**config.mk**
```make
export PLATFORM = sky130hd
export DESIGN_NAME = ogru_ctrl
export DESIGN_NICKNAME = d
export VERILOG_FILES = /design/src/ogru_pkg.sv /design/src/ogru_ctrl.sv
export SDC_FILE = /design/constraint.sdc
export NUM_CORES = 1
export LEC_CHECK = 0
export BUFFER_PORTS_ARGS = -buffer_cell sky130_fd_sc_hd__buf_2
export CAP_MARGIN = 20
export CORE_AREA = 5 5 42 44
export CTS_BUF_LIST = sky130_fd_sc_hd__clkbuf_8 sky130_fd_sc_hd__clkbuf_16
export DETAILED_ROUTE_END_ITERATION = 10
export DIE_AREA = 0 0 47 49
export PLACE_DENSITY = 0.61
export RECOVER_POWER = 50
export REMOVE_ABC_BUFFERS = 1
export SYNTH_ARGS = -nofsm -noshare
export SYNTH_HDL_FRONTEND = slang
export SYNTH_SLANG_ARGS = --single-unit
```
**constraint.sdc**
```tcl
create_clock -name clock -period 2.3 [get_ports clock]
set_clock_uncertainty 0.1 [all_clocks]
set_input_delay 0.115 -clock clock [delete_from_list [all_inputs] [get_ports clock]]
set_output_delay 0.115 -clock clock [all_outputs]
set_load 0.01 [all_outputs]
```
**src/ogru_pkg.sv**
```systemverilog
// Shared types, constants and codes for the occupancy grid ray update block.
package ogru_pkg;

   localparam int MAP_BITS   = 10;
   localparam int MAP_SIDE   = 1 << MAP_BITS;
   localparam int ADDR_W     = 2 * MAP_BITS;
   localparam int SCORE_W    = 7;
   localparam int COORD_W    = 24;
   localparam int FRAC_BITS  = 8;
   localparam int CPU_W      = 10;
   localparam int DIM_W      = 11;
   localparam int STEP_W     = 5;
   localparam int CSR_IDX_W  = 3;
   localparam int CSR_DATA_W = 11;

   localparam logic [SCORE_W-1:0] SCORE_UNKNOWN = 7'd50;
   localparam logic [SCORE_W-1:0] SCORE_MAX     = 7'd100;

   localparam logic [1:0] ACT_POSE  = 2'd0;
   localparam logic [1:0] ACT_HIT   = 2'd1;
   localparam logic [1:0] ACT_READ  = 2'd2;
   localparam logic [1:0] ACT_SPARE = 2'd3;

   localparam logic [1:0] STATUS_DONE    = 2'd0;
   localparam logic [1:0] STATUS_OUTSIDE = 2'd1;
   localparam logic [1:0] STATUS_NO_POSE = 2'd2;

   localparam logic [1:0] CLASS_UNKNOWN  = 2'd0;
   localparam logic [1:0] CLASS_FREE     = 2'd1;
   localparam logic [1:0] CLASS_OCCUPIED = 2'd2;

   localparam logic [CSR_IDX_W-1:0] CSR_CELLS_PER_UNIT = 3'd0;
   localparam logic [CSR_IDX_W-1:0] CSR_OFFSET_X       = 3'd1;
   localparam logic [CSR_IDX_W-1:0] CSR_OFFSET_Y       = 3'd2;
   localparam logic [CSR_IDX_W-1:0] CSR_MAP_WIDTH      = 3'd3;
   localparam logic [CSR_IDX_W-1:0] CSR_MAP_HEIGHT     = 3'd4;
   localparam logic [CSR_IDX_W-1:0] CSR_FREE_STEP      = 3'd5;
   localparam logic [CSR_IDX_W-1:0] CSR_OCCUPIED_STEP  = 3'd6;
   localparam logic [CSR_IDX_W-1:0] CSR_SPARE          = 3'd7;

   typedef enum logic [3:0] {
      ST_CLEAR,
      ST_IDLE,
      ST_CONV,
      ST_DECIDE,
      ST_SETUP,
      ST_WALK,
      ST_HIT,
      ST_DRAIN,
      ST_RESP
   } state_type;

   typedef struct packed {
      logic       clear_run;
      logic       accept;
      logic       conv;
      logic       set_pose;
      logic       setup;
      logic       walk;
      logic       hit;
      logic       read;
      logic       res_load;
      logic [1:0] res_status;
      logic       res_read;
      logic       rsp_load;
   } cmd_type;

   typedef struct packed {
      logic       clear_done;
      logic [1:0] action;
      logic       in_map;
      logic       pose_valid;
      logic       walk_last;
      logic       rsp_free;
   } stat_type;

endpackage

```
**src/ogru_ctrl.sv**
```systemverilog
// Controller state machine that sequences clearing, conversion, line walk and responses.
module ogru_ctrl (
   input  logic               clock,
   input  logic               reset,
   input  logic               req_valid,
   output logic               req_ready,
   input  ogru_pkg::stat_type stat,
   output ogru_pkg::cmd_type  cmd
);

   ogru_pkg::state_type state_ff, state_in;

   always_ff @(posedge clock) begin
      if (reset) begin
         state_ff <= ogru_pkg::ST_CLEAR;
      end else begin
         state_ff <= state_in;
      end
   end

   always_comb begin
      state_in  = state_ff;
      cmd       = '0;
      req_ready = 1'b0;
      unique case (state_ff)
         ogru_pkg::ST_CLEAR: begin
            cmd.clear_run = 1'b1;
            if (stat.clear_done) begin
               state_in = ogru_pkg::ST_IDLE;
            end
         end
         ogru_pkg::ST_IDLE: begin
            req_ready = 1'b1;
            if (req_valid) begin
               cmd.accept = 1'b1;
               state_in   = ogru_pkg::ST_CONV;
            end
         end
         ogru_pkg::ST_CONV: begin
            cmd.conv = 1'b1;
            state_in = ogru_pkg::ST_DECIDE;
         end
         ogru_pkg::ST_DECIDE: begin
            cmd.res_load   = 1'b1;
            cmd.res_status = ogru_pkg::STATUS_DONE;
            state_in       = ogru_pkg::ST_RESP;
            unique case (stat.action)
               ogru_pkg::ACT_POSE: begin
                  cmd.set_pose = 1'b1;
                  if (!stat.in_map) begin
                     cmd.res_status = ogru_pkg::STATUS_OUTSIDE;
                  end
               end
               ogru_pkg::ACT_HIT: begin
                  if (!stat.pose_valid) begin
                     cmd.res_status = ogru_pkg::STATUS_NO_POSE;
                  end else if (!stat.in_map) begin
                     cmd.res_status = ogru_pkg::STATUS_OUTSIDE;
                  end else begin
                     cmd.res_load = 1'b0;
                     state_in     = ogru_pkg::ST_SETUP;
                  end
               end
               ogru_pkg::ACT_READ: begin
                  if (stat.in_map) begin
                     cmd.read     = 1'b1;
                     cmd.res_read = 1'b1;
                  end else begin
                     cmd.res_status = ogru_pkg::STATUS_OUTSIDE;
                  end
               end
               default: begin
                  cmd.res_status = ogru_pkg::STATUS_DONE;
               end
            endcase
         end
         ogru_pkg::ST_SETUP: begin
            cmd.setup = 1'b1;
            state_in  = ogru_pkg::ST_WALK;
         end
         ogru_pkg::ST_WALK: begin
            cmd.walk = 1'b1;
            if (stat.walk_last) begin
               state_in = ogru_pkg::ST_HIT;
            end
         end
         ogru_pkg::ST_HIT: begin
            cmd.hit  = 1'b1;
            state_in = ogru_pkg::ST_DRAIN;
         end
         ogru_pkg::ST_DRAIN: begin
            cmd.res_load   = 1'b1;
            cmd.res_status = ogru_pkg::STATUS_DONE;
            state_in       = ogru_pkg::ST_RESP;
         end
         ogru_pkg::ST_RESP: begin
            if (stat.rsp_free) begin
               cmd.rsp_load = 1'b1;
               state_in     = ogru_pkg::ST_IDLE;
            end
         end
         default: begin
            state_in = ogru_pkg::ST_IDLE;
         end
      endcase
   end

   a_no_accept_while_clearing: assert property (@(posedge clock) disable iff (reset)
      (state_ff == ogru_pkg::ST_CLEAR) |-> !req_ready)
      else $error("request taken during clearing pass");

   a_accept_starts_conv: assert property (@(posedge clock) disable iff (reset)
      cmd.accept |=> (state_ff == ogru_pkg::ST_CONV))
      else $error("accepted word did not start conversion");

   a_walk_ends_in_hit: assert property (@(posedge clock) disable iff (reset)
      (cmd.walk && stat.walk_last) |=> cmd.hit)
      else $error("line walk did not end with the hit cell");

endmodule

```
==> impl_results.md <==
- Status: complete, no violations
- GRT busiest layer: met2
- Met2 Use GR: a little over an eighth
- Final Hold Fails: 0
- WHS Path Cells: 3
- Postcts setup bufs: 0
- Starting density of the core: 28.0%
- Post-route ant nets: 0
- Lkg Pwr: approximately 0.00026 uW
- Worst r2r dst: state_ff[3]
- RSZ-0062 raised after global routing: no
- Minimum clock period: about 1.8 ns
- Post-synth ARST share: 0%
- Diode count: 0
- CORE AREA: approximately 1400 um^2
- Iter 0 DRT Violations: 11
- YS warnings: 0
- Drt total wl: just over 900 um
- Layout area overhead: 34.4%
- Post-synthesis simple-gate area fraction: about half
- Worst skew pair latency: between 0.2 and 0.25 ns
- Peak supply drop: between 0.2 and 0.25 mV
- Setup violations, final: 0
- Post-place instance area: 483 um^2
- Biggest regs: state_ff (4)
- Number of synthesized flops with an enable pin: 0
- Syn_area_per_cell: around 8.2 um^2
- CTS buffer count: 3
- Crit path required time: about 2.1 ns
- DP Wirelength: slightly above 700 um
- Seq cells post-synth: 4
- Fin crit share: approximately three quarters
- Instance count of the mapped netlist: between 40 and 50
- H-tree depth: 1
- Initial antenna violation count: 0
- Arrival time worst endpoint: 1.54 ns
- Post-synthesis sequential area ratio: 20.4%
- Reg with most FFs: state_ff
- Slew HR: 74.4%
- Worst Hold End: state_ff[3]
- GRT met1 Usage: about a tenth
- Slew @ Worst Pin: about 0.38 ns
- Via count: around 400
- Worst Reg2Reg Path Length in Cells: 3
- Hold Path Class: input pin to flop
- WL/cell: between 10 and 15 um
- Post-synthesis adder-cell area fraction: 0%
- Vias in the first global route: roughly 360
- First-pass GRT wire length: about 1400 um
- Crit Reg-Reg Startpoint: state_ff[2]
- Max reg flops: 4
- Max Slew Vio Count: 0
- Worst-path clk slew: ~0.03 ns
- Design area: between 500 and 600 um^2
- CP Launch Type: flop
- Die ar.: between 2000 and 2500 um^2
- Main combinational cell family by area after synthesis: simple AND/OR/NAND/NOR gates
- First-pass DRT Iterations: 3
- Row Count: 14
- Die Span Y: approximately 49 um
- Setup Crit Path Kind: flop to output pin
- Hold Startpoint: stat[0]
- Global-route met3 utilization: 1.11%
- DRC Markers: 0
- Routability Congestion: between 0.7 and 0.8
- Clock Sinks: 4
- TritonCTS clock tree: built
- Worst-case clock buffer depth: 2
- GR Util All Layers: 8.38%
- Layout Nets: between 80 and 90
- Fillers: roughly 160
- IO Port Bufs: 23
- Via density: between 4 and 5
- PD cells: between 500 and 600 nW/um^2
- Most common flop cell mapped by yosys: dfxtp_1
- Total power: roughly 290 uW
- Largest net degree at the start of global routing: 14
- Cell area after synthesis: about 390 um^2
- Mux share of post-synthesis cell area: 0%
- Die W: 47 um
- Crit end category: output pin
- Max-Cap Viols: 0
- Xor and xnor area share after synthesis: 0%
- Grt ovf: 0
- Share of layout cells above drive strength 1: 35.7%
- Max Clock Freq: around 0.57 GHz
- IO Count: 24
- Setup TNS: 0 ns
- Compound-Gate Fraction of Synth Area: ~18%
- R2R setup slack: about 0.91 ns
- Synth unique cells: 27
- CP max FO: 10
- Root buffer cell: clkbuf_8
## timing repair
item                                   CTS  global route
gates resized for setup                  0             0
endpoints found under the hold margin    1             0
hold buffers                             1             0
## cells by family after synthesis
family,after synthesis
buf+inv,7
flops,4
compound gates,8
simple gates,29
## cells in the mapped netlist (2+ instances only)
| cell type | instances | area share [%] |
|---|---|---|
| buf_4 | 3 | 5.7 |
| and2_1 | 2 | 3.2 |
| nand2_1 | 2 | 1.9 |
| inv_1 | 2 | 1.9 |
| buf_6 | 2 | 5.7 |
| nor3_1 | 7 | 8.9 |
| nor2_1 | 2 | 1.9 |
| nand2b_1 | 5 | 8.0 |
| dfxtp_1 | 4 | 20 |
| nor4_1 | 2 | 3.2 |
## metrics by stage
stage / hold slack [ns] / cells / util [%] / setup slack [ns]
detailed placement: 0.223 / 82 / 34.5 / 0.770
global placement: 0.225 / 82 / 34.5 / 0.773
CTS: 0.119 / 86 / 38.1 / 0.533
global route: 0.156 / 86 / 37.7 / 0.431
floorplan: 0.0841 / 43 / - / 0.691
finish: 0.119 / 86 / 37.7 / 0.540
## where the power goes
part	leakage, uW	internal [uW]	total (uW)	switching [uW]
Combinational	0.000208	28.4	56.2	27.7
Sequential	0.0000327	74.0	84.7	10.7
Clock	0.0000216	111	145	34.1
## placed cells by master (no fill, tap or decap), types with 2 or more instances in the layout
cell type	instances
inv_1	2
nor2_1	2
nand2_1	2
buf_2	18
nand2b_1	5
clkbuf_1	5
nor4_1	2
nor3_1	7
clkbuf_8	3
dfxtp_1	4
and2_1	2
## metal layers
layer,up-vias,share of wire [%]
met4,0,0
met5,-,0
li1,218,-
met2,7,52
met1,171,43
met3,0,4.7
## area by class of cell
cell class                 instances  area (um^2)  area share [%]
clock buffer                       3         41.3            7.82
inverter                           2         7.51            1.42
multi-input combinational         37          260            49.3
sequential                         4         80.1            15.2
tap                               16         20.0            3.79
timing repair buffer              24          119            22.5
## worst max-delay path by stage
stage	start	end	slack, ns	cells past startpoint
after floorplan	state_ff[0]	cmd[1]	0.69	3
after global placement	state_ff[0]	cmd[1]	0.77	4
after detailed placement	state_ff[0]	cmd[3]	0.77	4
after CTS	state_ff[0]	cmd[1]	0.53	4
after global routing	state_ff[0]	cmd[3]	0.43	4
final	state_ff[0]	cmd[3]	0.54	4
## worst max-delay path: stages (launching register included)
cell and delay (ns):
dfxtp_1 0.51, nand2_4 0.08, or3_4 0.37, nor4b_2 0.22, buf_2 0.17
(Power assumes the default switching activity.)
